[src/rtl/core/nske_pkg.sv]
`timescale 1ns / 1ps
// ----------------------------------------------------------------------------
// nske_pkg: shared types and constants of the natural sort key encoder
// Byte constants, source select codes and the controller/datapath structs.
// ----------------------------------------------------------------------------
package nske_pkg;

	localparam int unsigned CHAR_W = 8;
	localparam int unsigned LEN_W  = 6;

	localparam logic [CHAR_W-1:0] RUN_MARKER   = 8'h30;
	localparam logic [CHAR_W-1:0] CHAR_ZERO    = 8'h30;
	localparam logic [CHAR_W-1:0] CHAR_NINE    = 8'h39;
	localparam logic [CHAR_W-1:0] CHAR_UPPER_A = 8'h41;
	localparam logic [CHAR_W-1:0] CHAR_UPPER_Z = 8'h5A;
	localparam logic [CHAR_W-1:0] CASE_OFFSET  = 8'h20;
	localparam logic [CHAR_W-1:0] RUN_SAT      = 8'hFF;
	localparam logic [CHAR_W-1:0] ZERO_RUN_LEN = 8'h01;
	localparam logic [LEN_W-1:0]  CAP_RESET    = 6'd32;

	// where the next key byte comes from
	typedef enum logic [2:0] {
		SRC_INPUT = 3'd0,
		SRC_MARK  = 3'd1,
		SRC_LEN   = 3'd2,
		SRC_DIGIT = 3'd3,
		SRC_CHAR  = 3'd4
	} src_t;

	typedef struct packed {
		logic accept;      // take the input character
		logic emit;        // load a key byte into the output register
		logic empty;       // load an empty terminating result
		logic last;        // mark the loaded result as last
		src_t src;
		logic close_run;   // digit run flushed
		logic close_name;  // name done, clear per-name state
		logic dig_step;    // advance the digit read index
		logic dig_clear;   // rewind the digit read index
	} cmd_t;

	typedef struct packed {
		logic in_digit;    // current input character is a digit
		logic run_open;
		logic room;        // key has space for one more byte
		logic room_one;    // exactly one byte of space left
		logic dig_last;    // current digit candidate ends the run
		logic out_free;    // output register can take a result
		logic pend;        // accepted character is a non-digit still to emit
		logic end_q;       // accepted character ends the name
		logic any_q;       // a byte was emitted for the current character
	} sts_t;

	function automatic logic is_digit(input logic [CHAR_W-1:0] c);
		return (c >= CHAR_ZERO) && (c <= CHAR_NINE);
	endfunction

	function automatic logic [CHAR_W-1:0] lower_char(input logic [CHAR_W-1:0] c);
		if ((c >= CHAR_UPPER_A) && (c <= CHAR_UPPER_Z)) begin
			return c + CASE_OFFSET;
		end
		return c;
	endfunction

endpackage

[src/rtl/core/nske_ctrl.sv]
`timescale 1ns / 1ps
// ----------------------------------------------------------------------------
// nske_ctrl: sequencing state machine
// Accepts characters and steps through the marker, length and digit bytes of
// a digit run, the held character and the empty terminating result.
// ----------------------------------------------------------------------------
module nske_ctrl (
	input  logic             clk,
	input  logic             arst_n,
	input  logic             s_tvalid,
	input  logic             s_tlast,
	output logic             s_tready,
	input  nske_pkg::sts_t   sts,
	output nske_pkg::cmd_t   cmd
);

	typedef enum logic [5:0] {
		ST_IDLE  = 6'b000001,
		ST_MARK  = 6'b000010,
		ST_LEN   = 6'b000100,
		ST_DIG   = 6'b001000,
		ST_CHAR  = 6'b010000,
		ST_EMPTY = 6'b100000
	} state_t;

	state_t state_q;
	state_t state_d;
	logic   go;
	logic   emit_now;
	logic   take;

	assign go       = !sts.room || sts.out_free;
	assign emit_now = sts.room && sts.out_free;
	assign s_tready = (state_q == ST_IDLE) && sts.out_free;
	assign take     = s_tvalid && s_tready;

	always_comb begin
		state_d = state_q;
		cmd     = '0;
		cmd.src = nske_pkg::SRC_INPUT;
		case (state_q)
			ST_IDLE: begin
				if (take) begin
					cmd.accept = 1'b1;
					if (sts.in_digit) begin
						if (s_tlast) begin
							state_d = ST_MARK;
						end
					end else if (sts.run_open) begin
						state_d = ST_MARK;
					end else begin
						// plain character goes straight out
						cmd.emit = sts.room;
						cmd.last = s_tlast;
						if (s_tlast) begin
							if (sts.room) begin
								cmd.close_name = 1'b1;
							end else begin
								state_d = ST_EMPTY;
							end
						end
					end
				end
			end
			ST_MARK: begin
				cmd.src  = nske_pkg::SRC_MARK;
				cmd.emit = emit_now;
				cmd.last = sts.end_q && sts.room_one;
				if (go) begin
					state_d = ST_LEN;
				end
			end
			ST_LEN: begin
				cmd.src  = nske_pkg::SRC_LEN;
				cmd.emit = emit_now;
				cmd.last = sts.end_q && sts.room_one;
				if (go) begin
					state_d = ST_DIG;
				end
			end
			ST_DIG: begin
				cmd.src  = nske_pkg::SRC_DIGIT;
				cmd.emit = emit_now;
				cmd.last = sts.end_q && (sts.room_one || (sts.dig_last && !sts.pend));
				if (go) begin
					if (sts.dig_last) begin
						cmd.close_run = 1'b1;
						cmd.dig_clear = 1'b1;
						if (sts.pend) begin
							state_d = ST_CHAR;
						end else if (sts.any_q || emit_now) begin
							cmd.close_name = 1'b1;
							state_d        = ST_IDLE;
						end else begin
							state_d = ST_EMPTY;
						end
					end else begin
						cmd.dig_step = 1'b1;
					end
				end
			end
			ST_CHAR: begin
				cmd.src  = nske_pkg::SRC_CHAR;
				cmd.emit = emit_now;
				cmd.last = sts.end_q;
				if (go) begin
					if (!sts.end_q) begin
						state_d = ST_IDLE;
					end else if (sts.any_q || emit_now) begin
						cmd.close_name = 1'b1;
						state_d        = ST_IDLE;
					end else begin
						state_d = ST_EMPTY;
					end
				end
			end
			ST_EMPTY: begin
				if (sts.out_free) begin
					cmd.empty      = 1'b1;
					cmd.close_name = 1'b1;
					state_d        = ST_IDLE;
				end
			end
			default: begin
				state_d = ST_IDLE;
			end
		endcase
	end

	always_ff @(posedge clk or negedge arst_n) begin
		if (!arst_n) begin
			state_q <= ST_IDLE;
		end else begin
			state_q <= state_d;
		end
	end

endmodule

[src/rtl/core/nske_dp.sv]
`timescale 1ns / 1ps
// ----------------------------------------------------------------------------
// nske_dp: key datapath
// Capacity register, digit run buffer, per-name counters and the output
// register that holds one result until the downstream side takes it.
// ----------------------------------------------------------------------------
module nske_dp #(
	parameter int unsigned MAX_KEY = 32
) (
	input  logic                          clk,
	input  logic                          arst_n,
	input  logic                          cfg_we,
	input  logic [nske_pkg::LEN_W-1:0]    cfg_data,
	input  logic [nske_pkg::CHAR_W-1:0]   char_code,
	input  logic                          name_end,
	input  logic                          out_ready,
	input  nske_pkg::cmd_t                cmd,
	output nske_pkg::sts_t                sts,
	output logic                          out_valid,
	output logic [nske_pkg::CHAR_W-1:0]   key_byte,
	output logic                          byte_valid,
	output logic                          key_last,
	output logic [nske_pkg::LEN_W-1:0]    key_length
);

	localparam int unsigned AW = $clog2(MAX_KEY);
	localparam logic [nske_pkg::CHAR_W-1:0] MAX_KEY_B = nske_pkg::CHAR_W'(MAX_KEY);
	localparam logic [nske_pkg::LEN_W-1:0]  MAX_KEY_L = nske_pkg::LEN_W'(MAX_KEY);

	logic [nske_pkg::CHAR_W-1:0] run_mem [MAX_KEY];
	logic [nske_pkg::CHAR_W-1:0] rd_data_q;
	logic [AW-1:0]               rd_addr;
	logic [AW-1:0]               dig_idx_q;

	logic [nske_pkg::LEN_W-1:0]  cap_q;
	logic [nske_pkg::LEN_W-1:0]  eff_cap;
	logic [nske_pkg::LEN_W-1:0]  emitted_q;
	logic [nske_pkg::CHAR_W-1:0] run_count_q;
	logic                        in_run_q;
	logic [nske_pkg::CHAR_W-1:0] char_q;
	logic                        end_q;
	logic                        pend_q;
	logic                        any_q;
	logic                        out_valid_q;
	logic [nske_pkg::CHAR_W-1:0] key_byte_q;
	logic                        byte_valid_q;
	logic                        key_last_q;
	logic [nske_pkg::LEN_W-1:0]  key_length_q;

	logic                        in_digit;
	logic                        keep_digit;
	logic [nske_pkg::CHAR_W-1:0] stored;
	logic [nske_pkg::CHAR_W-1:0] byte_mux;
	logic [nske_pkg::LEN_W-1:0]  emitted_inc;

	assign in_digit    = nske_pkg::is_digit(char_code);
	assign keep_digit  = !((run_count_q == '0) && (char_code == nske_pkg::CHAR_ZERO));
	assign eff_cap     = (cap_q > MAX_KEY_L) ? MAX_KEY_L : cap_q;
	assign stored      = (run_count_q > MAX_KEY_B) ? MAX_KEY_B : run_count_q;
	assign emitted_inc = emitted_q + nske_pkg::LEN_W'(1);

	assign sts.in_digit = in_digit;
	assign sts.run_open = in_run_q;
	assign sts.room     = emitted_q < eff_cap;
	assign sts.room_one = emitted_inc == eff_cap;
	assign sts.dig_last = (run_count_q == '0) ||
		((nske_pkg::CHAR_W'(dig_idx_q) + nske_pkg::CHAR_W'(1)) == stored);
	assign sts.out_free = !out_valid_q || out_ready;
	assign sts.pend     = pend_q;
	assign sts.end_q    = end_q;
	assign sts.any_q    = any_q;

	always_comb begin
		case (cmd.src)
			nske_pkg::SRC_INPUT: byte_mux = nske_pkg::lower_char(char_code);
			nske_pkg::SRC_MARK:  byte_mux = nske_pkg::RUN_MARKER;
			nske_pkg::SRC_LEN:   byte_mux = (run_count_q == '0) ? nske_pkg::ZERO_RUN_LEN
			                                                   : run_count_q;
			nske_pkg::SRC_DIGIT: byte_mux = (run_count_q == '0) ? nske_pkg::CHAR_ZERO
			                                                   : rd_data_q;
			nske_pkg::SRC_CHAR:  byte_mux = char_q;
			default:             byte_mux = '0;
		endcase
	end

	// look one digit ahead so the registered read lines up with the index
	always_comb begin
		if (cmd.dig_clear) begin
			rd_addr = '0;
		end else if (cmd.dig_step) begin
			rd_addr = dig_idx_q + AW'(1);
		end else begin
			rd_addr = dig_idx_q;
		end
	end

	always_ff @(posedge clk) begin
		if (cmd.accept && in_digit && keep_digit && (run_count_q < MAX_KEY_B)) begin
			run_mem[run_count_q[AW-1:0]] <= char_code;
		end
		rd_data_q <= run_mem[rd_addr];
	end

	always_ff @(posedge clk or negedge arst_n) begin
		if (!arst_n) begin
			cap_q       <= nske_pkg::CAP_RESET;
			emitted_q   <= '0;
			run_count_q <= '0;
			in_run_q    <= 1'b0;
			dig_idx_q   <= '0;
			end_q       <= 1'b0;
			pend_q      <= 1'b0;
			any_q       <= 1'b0;
			out_valid_q <= 1'b0;
		end else begin
			if (cfg_we) begin
				cap_q <= cfg_data;
			end
			if (cmd.accept) begin
				end_q  <= name_end;
				pend_q <= !in_digit;
				if (in_digit) begin
					in_run_q <= 1'b1;
					if (keep_digit && (run_count_q != nske_pkg::RUN_SAT)) begin
						run_count_q <= run_count_q + nske_pkg::CHAR_W'(1);
					end
				end
			end
			if (cmd.emit) begin
				any_q <= 1'b1;
			end else if (cmd.accept) begin
				any_q <= 1'b0;
			end
			if (cmd.close_run || cmd.close_name) begin
				run_count_q <= '0;
				in_run_q    <= 1'b0;
			end
			if (cmd.close_name) begin
				emitted_q <= '0;
			end else if (cmd.emit) begin
				emitted_q <= emitted_inc;
			end
			if (cmd.dig_clear) begin
				dig_idx_q <= '0;
			end else if (cmd.dig_step) begin
				dig_idx_q <= dig_idx_q + AW'(1);
			end
			if (cmd.emit || cmd.empty) begin
				out_valid_q <= 1'b1;
			end else if (out_ready) begin
				out_valid_q <= 1'b0;
			end
		end
	end

	always_ff @(posedge clk) begin
		if (cmd.accept) begin
			char_q <= nske_pkg::lower_char(char_code);
		end
		if (cmd.emit) begin
			key_byte_q   <= byte_mux;
			byte_valid_q <= 1'b1;
			key_last_q   <= cmd.last;
			key_length_q <= cmd.last ? emitted_inc : '0;
		end else if (cmd.empty) begin
			key_byte_q   <= '0;
			byte_valid_q <= 1'b0;
			key_last_q   <= 1'b1;
			key_length_q <= emitted_q;
		end
	end

	assign out_valid  = out_valid_q;
	assign key_byte   = key_byte_q;
	assign byte_valid = byte_valid_q;
	assign key_last   = key_last_q;
	assign key_length = key_length_q;

endmodule

[src/rtl/core/natural_sort_key_encoder.sv]
`timescale 1ns / 1ps
// A non-digit character outside a run is on the output in the cycle after it is accepted.
// Throughput: one character per cycle for digits and outside-run non-digits, if output is free.
// A run flushes as a marker byte, a length byte and up to MAX_KEY buffered digits, then the
// held character and, where due, an empty terminating result; the flush sequencer sets this.
// Reset clears all control state and sets the key capacity to 32; no clearing pass is needed.
// ----------------------------------------------------------------------------
// natural_sort_key_encoder: natural sort key encoder, top level
// Turns a name, one character per request, into a byte-comparable key.
// ----------------------------------------------------------------------------
module natural_sort_key_encoder #(
	parameter int unsigned MAX_KEY = 32
) (
	input  logic        clk,
	input  logic        arst_n,
	input  logic        cfg_valid,
	output logic        cfg_ready,
	input  logic [5:0]  cfg_data,   // key_capacity
	input  logic        s_tvalid,
	output logic        s_tready,
	input  logic [7:0]  s_tdata,    // [7:0] char_code
	input  logic        s_tlast,    // name_end
	output logic        m_tvalid,
	input  logic        m_tready,
	output logic [15:0] m_tdata,    // [7:0] key_byte, [13:8] key_length, [15:14] zero
	output logic        m_tuser,    // byte_valid
	output logic        m_tlast     // key_last
);

	nske_pkg::cmd_t              cmd;
	nske_pkg::sts_t              sts;
	logic [nske_pkg::CHAR_W-1:0] key_byte;
	logic [nske_pkg::LEN_W-1:0]  key_length;

	assign cfg_ready = 1'b1;

	nske_ctrl u_ctrl (
		.clk      (clk),
		.arst_n   (arst_n),
		.s_tvalid (s_tvalid),
		.s_tlast  (s_tlast),
		.s_tready (s_tready),
		.sts      (sts),
		.cmd      (cmd)
	);

	nske_dp #(
		.MAX_KEY (MAX_KEY)
	) u_dp (
		.clk        (clk),
		.arst_n     (arst_n),
		.cfg_we     (cfg_valid && cfg_ready),
		.cfg_data   (cfg_data),
		.char_code  (s_tdata),
		.name_end   (s_tlast),
		.out_ready  (m_tready),
		.cmd        (cmd),
		.sts        (sts),
		.out_valid  (m_tvalid),
		.key_byte   (key_byte),
		.byte_valid (m_tuser),
		.key_last   (m_tlast),
		.key_length (key_length)
	);

	assign m_tdata = {2'b00, key_length, key_byte};

	a_empty_is_last: assert property (@(posedge clk) disable iff (!arst_n)
		m_tvalid && !m_tuser |-> m_tlast)
		else $error("empty result not marked last");

	a_len_only_last: assert property (@(posedge clk) disable iff (!arst_n)
		m_tvalid && !m_tlast |-> m_tdata[13:8] == 6'd0)
		else $error("key length on a result that is not last");

	a_last_byte_len: assert property (@(posedge clk) disable iff (!arst_n)
		m_tvalid && m_tlast && m_tuser |-> m_tdata[13:8] != 6'd0)
		else $error("last key byte carries zero length");

	a_load_when_free: assert property (@(posedge clk) disable iff (!arst_n)
		(cmd.emit || cmd.empty) |-> sts.out_free)
		else $error("output register overwritten");

	a_no_accept_busy: assert property (@(posedge clk) disable iff (!arst_n)
		cmd.accept |=> !(cmd.accept && sts.pend && sts.run_open))
		else $error("character accepted while a run flush is due");

endmodule

[config.mk]
export PLATFORM = sky130hd
export DESIGN_NAME = natural_sort_key_encoder
export DESIGN_NICKNAME = d
export VERILOG_FILES = /design/src/rtl/core/nske_pkg.sv /design/src/rtl/core/nske_ctrl.sv /design/src/rtl/core/nske_dp.sv /design/src/rtl/core/natural_sort_key_encoder.sv
export SDC_FILE = /design/constraint.sdc
export NUM_CORES = 1
export LEC_CHECK = 0
export BUFFER_PORTS_ARGS = -buffer_cell sky130_fd_sc_hd__buf_4
export CAP_MARGIN = 10
export CORE_MARGIN = 4
export CORE_UTILIZATION = 45
export DETAILED_ROUTE_END_ITERATION = 7
export GPL_TIMING_DRIVEN = 1
export PLACE_DENSITY = 0.59
export SYNTH_ARGS = -nofsm -noshare
export SYNTH_HDL_FRONTEND = slang
export SYNTH_SLANG_ARGS = --single-unit
export TNS_END_PERCENT = 50
[constraint.sdc]
create_clock -name clk -period 4.04 [get_ports clk]
set_input_delay 1.01 -clock clk [delete_from_list [all_inputs] [get_ports clk]]
set_output_delay 1.01 -clock clk [all_outputs]
set_load 0.01 [all_outputs]
Yosys cells after proc, flatten, opt, wreduce, memory -nomap -nowiden:

Memory sizes are Yosys's and may differ from the RTL's. A register that Yosys moved wholly into a read port is not among the register bits.
Cells that the tools add are included.

* logic and storage cells: 171
* RAM bits: 256
* output and inout bits: 21
* input bits: 20
* register bits: 60
* memories: 1

* equal/unequal tests: 24
* reductions and logical operators: 39
* add/subtract/negate cells: 5
* muxes and demuxes: 79
* order comparisons: 8

Memory list
* u_dp.run_mem: words 32, width 8, rd ports 1, clocked after Yosys merged registers in 1, write ports 1, RTL line nske_dp.sv:30 `logic [nske_pkg::CHAR_W-1:0] run_mem [MAX_KEY];`

Operators by type and width (count)
* two-way mux 6 bit: 21
* two-way mux 8 bit: 12
* case mux 8 bit (5 select lines): 1
* case mux 6 bit (6 select lines): 1
* two-way mux 1 bit: 34
* inequality test 2 x 1 -> 1 bit, second input constant: 7
* nonzero test 2 bit: 7
* logical AND 1 bit: 13
* case mux 3 bit (4 select lines): 1
* two-way mux 5 bit: 2
* AND reduction 10 bit: 1
* adder 8 x 1 -> 8 bit, second input constant: 1
* adder 8 x 6 -> 8 bit, second input constant: 1
* == test 8 x 6 -> 1 bit, second input constant: 1
* == test 8 bit: 1
* greater-or-equal comparator 8 x 6 -> 1 bit, second input constant: 1
* greater-or-equal comparator 8 x 7 -> 1 bit, second input constant: 1
* > comparator 8 x 6 -> 1 bit, second input constant: 1
* less-or-equal comparator 8 x 6 -> 1 bit, second input constant: 1
* less-or-equal comparator 8 x 7 -> 1 bit, second input constant: 1
* logical NOT 8 bit: 1
* < comparator 8 x 6 -> 1 bit, second input constant: 1
* inequality test 8 bit, second input constant: 1
* case mux 1 bit (4 select lines): 2
* other kinds (28): 41

Depth between registers and ports, before layout:

Gate-level depths: netlist of run 1.

* depth after elaboration: 13
* depth in mapped cells: 16
* depth with buffers taken out: 14

Modules after synthesis:

A second synthesis of run 1 with hierarchy kept.

* cell total of the unflattened synthesis: 1322
* area, all modules: 15502.4 sq um

Modules (own cells, without submodules)
* nske_dp: cells an instance 1226, seq. area each 9310.2 sq um, area an instance 14710.4 sq um, times used 1
* nske_ctrl: cells an instance 91, seq. area each 151.4 sq um, area an instance 762.0 sq um, times used 1
* natural_sort_key_encoder: cells an instance 5, seq. area each 0.0 sq um, area an instance 30.0 sq um, times used 1

Worst setup path before layout of run 1:

OpenSTA, ideal clock, no wires.

* path kind: input port to flip-flop
* start: input s_tdata[1]
* end: register u_dp.key_byte_q (netlist bit u_dp.key_byte[0]) (enable)
* cell stages on the path: 8
* arrival: 3086 ps
* setup time: 356 ps
* path buffers: 2
* slack: 598 ps
* path through: o21ai_0 > nor4b_1 > nor3_1 > a21boi_0 > or3_1 > clkbuf_1 > buf_1 > nand2_1

* cells in the longest elaborated chain, start to end: 6
* elaborated cells on any way between the ends: 7
* those cells by class: 2 x order compare; 3 x mux; 2 x reduce/logical

Ends and longest elaborated chain
* from (decl): RTL line natural_sort_key_encoder.sv:21 `input logic [7:0] s_tdata,`
* greater-or-equal comparator 8 x 6 -> 1 bit / less-or-equal comparator 8 x 6 -> 1 bit (equally long branches): RTL line nske_pkg.sv:55 `return (c >= CHAR_ZERO) && (c <= CHAR_NINE);`
* logical AND 1 bit (*): RTL line nske_pkg.sv:55
* two-way mux 1 bit (*): RTL line nske_ctrl.sv:45 `if (sts.in_digit) begin`
* two-way mux 2 bit (*): RTL line nske_ctrl.sv:43 `if (take) begin`
* case mux 1 bit (2 select lines) (*): RTL line nske_ctrl.sv:41 `case (state_q)`
* nonzero test 2 bit (no line) (*)
* to (signal assigned): RTL line nske_dp.sv:161 `key_byte_q <= byte_mux;`
* to (decl): RTL line nske_dp.sv:45 `logic [nske_pkg::CHAR_W-1:0] key_byte_q;`

Mark *: on every way between the ends. The rest lies on a longest branch, timed or not.
A chain may end at the register's enable or synchronous reset.

Final worst setup path of run 1:

* start: register u_dp.run_count_q[1] (netlist name)
* end: register u_dp.rd_data_q[1] (netlist name) (read register of u_dp.run_mem)

* cells in the longest elaborated chain, start to end: 9
* elaborated cells on any way between the ends: 11
* those cells by class: 1 x order compare; 1 x eq/ne; 7 x mux; 2 x reduce/logical

Ends and longest elaborated chain
* from (decl): RTL line nske_dp.sv:38 `logic [nske_pkg::CHAR_W-1:0] run_count_q;`
* from (signal assigned): RTL line nske_dp.sv:125 `run_count_q <= run_count_q + nske_pkg::CHAR_W'(1);`
* > comparator 8 x 6 -> 1 bit: RTL line nske_dp.sv:59 `assign stored = (run_count_q > MAX_KEY_B) ? MAX_KEY_B : run_count_q;`
* two-way mux 8 bit: RTL line nske_dp.sv:59
* == test 8 bit: RTL line nske_dp.sv:67 `((nske_pkg::CHAR_W'(dig_idx_q) + nske_pkg::CHAR_W'(1)) == stored);`
* logical OR 1 bit (*): RTL line nske_dp.sv:66 `assign sts.dig_last = (run_count_q == '0) ||`
* two-way mux 1 bit: RTL line nske_ctrl.sv:86 `if (sts.dig_last) begin`
* two-way mux 4 bit (*): RTL line nske_ctrl.sv:85 `if (go) begin`
* two-way mux 2 bit (*): RTL line nske_ctrl.sv:41
* two-way mux 5 bit: RTL line nske_dp.sv:90 `end else if (cmd.dig_step) begin`
* two-way mux 5 bit (*): RTL line nske_dp.sv:88 `if (cmd.dig_clear) begin`
* to (decl): RTL line nske_dp.sv:31 `logic [nske_pkg::CHAR_W-1:0] rd_data_q;`

Marked as above.

==> results of run 1 <==
==> power breakdown <==
group | internal, W | switching (W) | total, W
logic | 0.000414 | 0.000638 | 0.00105
clock network | 0.00176 | 0.00126 | 0.00301
registers | 0.00384 | 0.000105 | 0.00394
total | 0.00601 | 0.00200 | 0.00801
==> kinds of logic (layout without fill, tap and decap cells) <==
group | count (synthesis) | count (layout) | synth area share, %
DFF | 324 | 324 | 65.3
and+or+nand+nor | 227 | 227 | 8.26
muxes | 180 | 180 | 12.7
AOI/OAI and AO/OA | 175 | 175 | 8.38
buffers and inverters | 65 | 216 | 2.88
xor gates and xnor gates | 18 | 18 | 1.18
adders and majority gates | 14 | 14 | 1.21
other | 2 | 3 | 0.0518
==> worst min-delay path: cells and delay by family (launching register included) <==
kind	cells	cell delay, ps
flops	1	310
simple gates	2	100
==> path summary, 6_finish.rpt <==
kind	startpoint	endpoint	slack, ps	cells past startpoint
worst min-delay path	u_dp.byte_valid	u_dp.byte_valid	460	2
worst min register to register	u_dp.byte_valid	u_dp.byte_valid	460	2
min in group asynchronous	arst_n	u_dp.cap_q[1]	480	1
worst max-delay path	u_dp.run_count_q[1]	u_dp.rd_data_q[1]	310	13
worst max register to register	u_dp.run_count_q[1]	u_dp.rd_data_q[1]	310	13
max in group asynchronous	arst_n	u_ctrl.state_q[0]	3170	1
==> routing by layer <==
metal | track usage (%) | vias up | share of wire [%]
met1 | 27.3 | 4294 | 46
met5 | 0 | - | 0
li1 | - | 4132 | -
met4 | 5.28 | 0 | 2.6
met3 | 3.08 | 64 | 4.8
met2 | 31.7 | 207 | 47
==> sequential cells by signal, summed over array words and instances, names as in the netlist <==
name / cells
u_dp.end_q: 1
u_dp.run_mem: 256
u_dp.rd_data_q: 8
u_dp.pend_q: 1
u_dp.key_length: 6
u_dp.dig_idx_q: 5
u_dp.key_byte: 8
u_dp.in_run_q: 1
u_dp.char_q: 8
u_dp.out_valid: 1
u_dp.byte_valid: 1
u_dp.cap_q: 6
u_dp.run_count_q: 8
u_dp.any_q: 1
u_dp.emitted_q: 6
u_dp.key_last: 1
u_ctrl.state_q: 6
==> cells in the mapped netlist (7+ instances only) <==
cell,instances,area [sq um]
sky130_fd_sc_hd__buf_4,11,82.6
sky130_fd_sc_hd__dfxtp_1,9,180
sky130_fd_sc_hd__nand2_1,50,188
sky130_fd_sc_hd__xnor2_1,11,96.3
sky130_fd_sc_hd__nor3_1,13,65.1
sky130_fd_sc_hd__nor4b_2,7,105
sky130_fd_sc_hd__inv_1,17,63.8
sky130_fd_sc_hd__o21ai_0,39,195
sky130_fd_sc_hd__o21ai_1,8,40.0
sky130_fd_sc_hd__clkbuf_1,16,60.1
sky130_fd_sc_hd__or3_1,8,50.1
sky130_fd_sc_hd__and3_1,11,68.8
sky130_fd_sc_hd__dfrtp_1,34,851
sky130_fd_sc_hd__mux2_1,8,90.1
sky130_fd_sc_hd__a21oi_1,30,150
sky130_fd_sc_hd__nand2b_1,8,50.1
sky130_fd_sc_hd__ha_1,14,175
sky130_fd_sc_hd__nand3_1,18,90.1
sky130_fd_sc_hd__mux2_2,28,315
sky130_fd_sc_hd__mux2i_1,144,1440
sky130_fd_sc_hd__o22ai_1,29,181
sky130_fd_sc_hd__edfxtp_1,279,8380
sky130_fd_sc_hd__nor2_1,77,289
sky130_fd_sc_hd__o32ai_1,7,61.3
==> through the flow <==
stage | cell area [sq um] | hold WS, ps | utilization [%]
finish | 16800 | 458 | 53.1
global placement | 15700 | 432 | 49.7
detailed placement | 15700 | 453 | 49.7
CTS | 16800 | 461 | 53.1
global route | 16800 | 492 | 53.1
floorplan | 14500 | 467 | -
==> cells in the final DEF (no fill, tap or decap), types with 13 or more instances in the layout <==
cell type / instances
sky130_fd_sc_hd__o21ai_0: 39
sky130_fd_sc_hd__buf_4: 130
sky130_fd_sc_hd__nor3_1: 13
sky130_fd_sc_hd__mux2i_1: 144
sky130_fd_sc_hd__clkbuf_1: 13
sky130_fd_sc_hd__ha_1: 14
sky130_fd_sc_hd__inv_1: 17
sky130_fd_sc_hd__dfrtp_1: 34
sky130_fd_sc_hd__o22ai_1: 29
sky130_fd_sc_hd__nand3_1: 18
sky130_fd_sc_hd__nor2_1: 77
sky130_fd_sc_hd__a21oi_1: 30
sky130_fd_sc_hd__mux2_2: 28
sky130_fd_sc_hd__edfxtp_1: 279
sky130_fd_sc_hd__clkbuf_16: 35
sky130_fd_sc_hd__nand2_1: 50
==> layout make-up <==
type                            instances  area (sq um)
Multi-Input combinational cell        617          4640
Fill cell                            2653         14800
Sequential cell                       324          9460
Inverter                               19          73.8
Timing Repair Buffer                  134          1060
Tap cell                              402           503
Clock inverter                         14           135
Clock buffer                           49           938
==> metrics, run 1 <==
hold-fix buffer count after cts=0; via count of the first global-routing pass=8,883; outcome=completed; static leakage power=6.88 nW; number of synthesized register bits=324; Die Y-Extent=187 um; number of top-level pins=41; chip width=187 um; smallest setup slack after layout=308 ps; count of port buffers added during placement=37; # nets final=1,165; Worst IR Drop VDD=0.393 mV; critical path class=flip-flop to flip-flop; predominant post-synthesis flop cell=sky130_fd_sc_hd__edfxtp_1; CP Launch Type=flip-flop; cells along the critical path=inv_1, ha_1, or3b_1, nor4_1, a21oi_1, o31ai_2, nand4_4, nand2_8, buf_4, mux2_2, o22ai_1, o21ai_0, nor4b_2; Syn Std Cell Area=14,500 sq um; total number of vias=8,697; biggest cell delay along the critical path=420 ps; critical path arrival=4140 ps; max-slew violations=0; wire length per cell=22.0 um; kind of end point of the critical path=flip-flop; Tcrit/Tclk final=92.4%; power after layout=0.00801 W; Initial Utilization=45.8%; CTS HTree Levels=2; number of failing hold endpoints at the final stage=0; final clock skew=24.3 ps; critical path peak fanout=29; Gates resized, CTS repair=0; cell family with the largest share of critical-path delay=simple AND/OR/NAND/NOR gates; Maximum Capacitance Violations=0; TritonCTS clock tree=done; number of buffer and inverter stages on the critical path=2; pre-CTS setup slack=315 ps; Total GRT Usage=19.4%; share of synthesized flip-flops with an asynchronous set or reset=11.1%; count of antenna-violating nets left after detailed routing=0; Final Instance Count excl. Fillers=1,559; final setup violating endpoints=0; mean number of vias per cell=5.58; Slew HR=41.2%; unrepaired setup endpoints after global routing=false; highest clock rate=0.268 GHz; global-route wire length before repair=53,000 um; Cell Count Post-Placement=1,496; final critical path time including I/O delays and setup=3730 ps; HPWL after detailed placement=23,200 um; violation count after the first detailed-routing iteration=603; Syn Area/Cell=14.4 sq um; clock edge transition at the registers on the reported setup and hold paths=60 ps; Root Buffer=sky130_fd_sc_hd__clkbuf_16; number of synthesized flops with an enable pin=279; post-synthesis instance total=1,005; Core ar.=31,600 sq um; sequential share of the synthesized area=65.3%; Final GP Congestion=0.845; leftover overflow at the end of global routing=0; Row Count=65; share of layout cells above drive strength 1=20.7%; total negative setup slack=0 ps; maximum number of pins on one net before global-route repair=38; Syn-to-layout area delta=16.0%; number of buffers added by the clock tree synthesis step=35; Sink Count=324; clock latency on the worst-skew pair=520 ps; Remaining DRCs=0; critical path required time=4440 ps; library cells used by synthesis=82; Synthesis Warnings=0; post-CTS setup repair buffer count=0; DRT Pass-1 Iters=5; number of antenna violations at the first check in global routing=0; count of inserted antenna diode cells=0; full die area=35,100 sq um; total wire length=34,200 um; Worst-Margin Slew=860 ps; cell with the largest stage delay on the worst path=sky130_fd_sc_hd__or3b_1; type of the most critical hold path=flip-flop to flip-flop; maximum number of buffers from clock root to sink=3; ratio of total power to cell area=477 nW/um^2
No activity file was read; power rests on OpenSTA's default activity.
==> run 2: changes to the inputs <==
- clock period: 4.04 -> 3.9 ns (I/O delays scaled with it)
==> run 2 against run 1 <==
  * First-iteration DRC count increased by 26%
  * Non-clock buffer count increased by 17
  * Global-route usage increased by 0.60 points
  * Sequential share of layout area decreased by 0.91 points
  * Count of clock-buffer cells in the layout decreased by 6
  * Combinational power increased by 7%
  * Hold slack got worse by 30 ps
  * Utilization increased by 0.87 points
  * Total power increased by 5.7%
  * Sequential cell count unchanged
  * Clock power increased by 8.3%
==> metrics, run 2 (synthesis gave the netlist of run 1 again) <==
outcome=completed; Worst IR Drop VDD=0.381 mV (-3.3%); Tcrit/Tclk final=96.4% (+4.1 points); CTS HTree Levels=2 (unchanged); commonest cells after routing, fill and taps aside=279 x sky130_fd_sc_hd__edfxtp_1, 144 x sky130_fd_sc_hd__mux2i_1, 143 x sky130_fd_sc_hd__buf_4, 77 x sky130_fd_sc_hd__nor2_1, 50 x sky130_fd_sc_hd__nand2_1; total wire length=35,500 um (+3.8%); Row Count=65 (unchanged); worst-case register-to-register setup slack=140 ps (-170 ps); number of buffer and inverter stages on the critical path=3 (+1); # nets final=1,184 (+1.6%); share of layout cells above drive strength 1=22.4% (+1.8 points); pre-CTS setup slack=119 ps (-196 ps); number of top-level pins=41 (unchanged); Initial Utilization=45.8% (unchanged); Die Y-Extent=187 um (unchanged); HPWL after detailed placement=23,500 um (+1.3%); kind of end point of the critical path=flip-flop; count of antenna-violating nets left after detailed routing=0 (unchanged); cell family with the largest share of critical-path delay=simple AND/OR/NAND/NOR gates; final critical path time including I/O delays and setup=3760 ps (+29.0 ps); via count of the first global-routing pass=8,929 (+0.52%); ratio of total power to cell area=496 nW/um^2 (+4.0%); Sink Count=324 (unchanged); final clock skew=14.5 ps (-9.89 ps); clock latency on the worst-skew pair=520 ps (about the same); maximum number of buffers from clock root to sink=3 (unchanged); Syn-to-layout area delta=17.9%; leftover overflow at the end of global routing=0 (unchanged); Sw Ratio=24.9% (-0.061 points); Root Buffer=sky130_fd_sc_hd__clkbuf_16; Clock power frac=38.5% (+0.9 points); global-route wire length before repair=54,400 um (+2.7%); Total GRT Usage=20.0% (+0.60 points); number of flip-flops under the largest register name=256 (unchanged); cell internal power dissipation=0.00635 W (+5.8%); number of antenna violations at the first check in global routing=0 (unchanged); DRT Pass-1 Iters=6 (+1); violation count after the first detailed-routing iteration=758 (+26%); max-slew violations=0 (unchanged); critical path class=flip-flop to flip-flop; Maximum Capacitance Violations=0 (unchanged); mean number of vias per cell=5.66 (+1.5%); maximum number of pins on one net before global-route repair=44 (+16%); Slew HR=40.4% (-0.72 points); critical path arrival=4150 ps (about the same); highest clock rate=0.266 GHz (-0.77%); count of port buffers added during placement=37 (unchanged); TritonCTS clock tree=done; critical path peak fanout=11 (-62%); number of buffers added by the clock tree synthesis step=36 (+2.9%); CP Launch Type=flip-flop; count of inserted antenna diode cells=0 (unchanged); cell with the largest stage delay on the worst path=sky130_fd_sc_hd__or3b_1; biggest cell delay along the critical path=430 ps (about the same); power after layout=0.00846 W (+5.7%); critical path required time=4290 ps (-150 ps); static leakage power=7.04 nW (+2.2%); Final GP Congestion=0.905 (+7.1%); switching component of the power=0.00211 W (+5.4%); final setup violating endpoints=0 (unchanged); cells along the critical path=inv_1, ha_1, or3b_1, nor4_2, a21oi_1, o31ai_4, nand4_4, nand2_8, buf_12, mux2_2, o22ai_1, o21ai_1, buf_4, nor4b_2; most common library cell in the layout ignoring fill and taps=sky130_fd_sc_hd__edfxtp_1; total number of vias=8,936 (+2.7%); clock edge transition at the registers on the reported setup and hold paths=60 ps (about the same); Remaining DRCs=0 (unchanged); number of failing hold endpoints at the final stage=0 (unchanged); Core ar.=31,600 sq um (unchanged); share of power burned in registers=48.3% (-0.9 points); type of the most critical hold path=input port to async pin; combinational share of power=13.2% (about the same); Worst-Margin Slew=871 ps (+10.5 ps); smallest setup slack after layout=139 ps (-169 ps); wire length per cell=22.5 um (+2.6%); chip width=187 um (unchanged); total negative setup slack=0 ps (unchanged); full die area=35,100 sq um (unchanged)
==> run 2: cell count changes in the layout (fill, tap and decap cells not counted), sizes merged <==
cell      previous run  this run
clkinvlp             0         1
clkbuf              49        43
inv                 19        21
nand2               51        52
buf                134       151
clkinv              12        15
bufinv               2         3
==> run 2: final cells by class <==
class / count / area (sq um)
well taps: 402 / 503
fillers: 2640 / 14600
flip-flops and latches: 324 / 9460
clock buffers: 43 / 948
multi-input cells: 618 / 4670
inverters: 19 / 73.8
clock inverters: 21 / 185
repair buffers: 151 / 1230
==> run 2: worst register-to-register path, cell delays in order, from the launching register on <==
cell and delay (ps):
sky130_fd_sc_hd__dfrtp_1 380, sky130_fd_sc_hd__inv_1 130, sky130_fd_sc_hd__ha_1 180, sky130_fd_sc_hd__or3b_1 430, sky130_fd_sc_hd__nor4_2 310, sky130_fd_sc_hd__a21oi_1 120, sky130_fd_sc_hd__o31ai_4 320, sky130_fd_sc_hd__nand4_4 290
sky130_fd_sc_hd__nand2_8 210, sky130_fd_sc_hd__buf_12 170, sky130_fd_sc_hd__mux2_2 380, sky130_fd_sc_hd__o22ai_1 240, sky130_fd_sc_hd__o21ai_1 160, sky130_fd_sc_hd__buf_4 170, sky130_fd_sc_hd__nor4b_2 150
==> run 2: stage by stage <==
stage / util, % / cells / area [sq um] / hold WS, ps
floorplan: - / 1006 / 14500 / 467
global placement: 50.2 / 1512 / 15900 / 434
detailed placement: 50.2 / 1512 / 15900 / 476
CTS: 53.8 / 1576 / 17000 / 437
global route: 54.0 / 1578 / 17100 / 465
finish: 54.0 / 1578 / 17100 / 429
==> run 2: metal layers <==
layer | part of all wire, % | global-route usage, % | up-vias
met5 | 0 | 0 | -
met1 | 45 | 28.5 | 4405
met4 | 3.4 | 7.14 | 0
met3 | 6.0 | 3.64 | 66
li1 | - | - | 4170
met2 | 46 | 31.0 | 295
==> run 2: timing repair <==
item,CTS,global route
pin swaps,0,1
hold buffers,0,0
resized for setup,1,3
setup buffers,0,1
setup endpoints to repair,2,8
cloned,0,1
==> run 2: power groups by stage <==
stage                     registers [W]  clock network (W)  logic, W
after detailed placement        0.00415                  0   0.00112
after global routing            0.00410            0.00349   0.00124
final                           0.00409            0.00326   0.00112
after CTS                       0.00409            0.00334   0.00113
after floorplan                 0.00417                  0  0.000583
after global placement          0.00415                  0   0.00112
==> run 2: path summary, 6_finish.rpt <==
check	start	endpoint	cells past startpoint
worst max-delay path	u_dp.run_count_q[1]	u_dp.rd_data_q[3]	14
worst min-delay path	arst_n	u_dp.cap_q[1]	1
worst max register to register	u_dp.run_count_q[1]	u_dp.rd_data_q[3]	14
worst min register to register	u_dp.byte_valid	u_dp.byte_valid	2
max in group asynchronous	arst_n	u_ctrl.state_q[0]	1
min in group clk	u_dp.byte_valid	u_dp.byte_valid	2
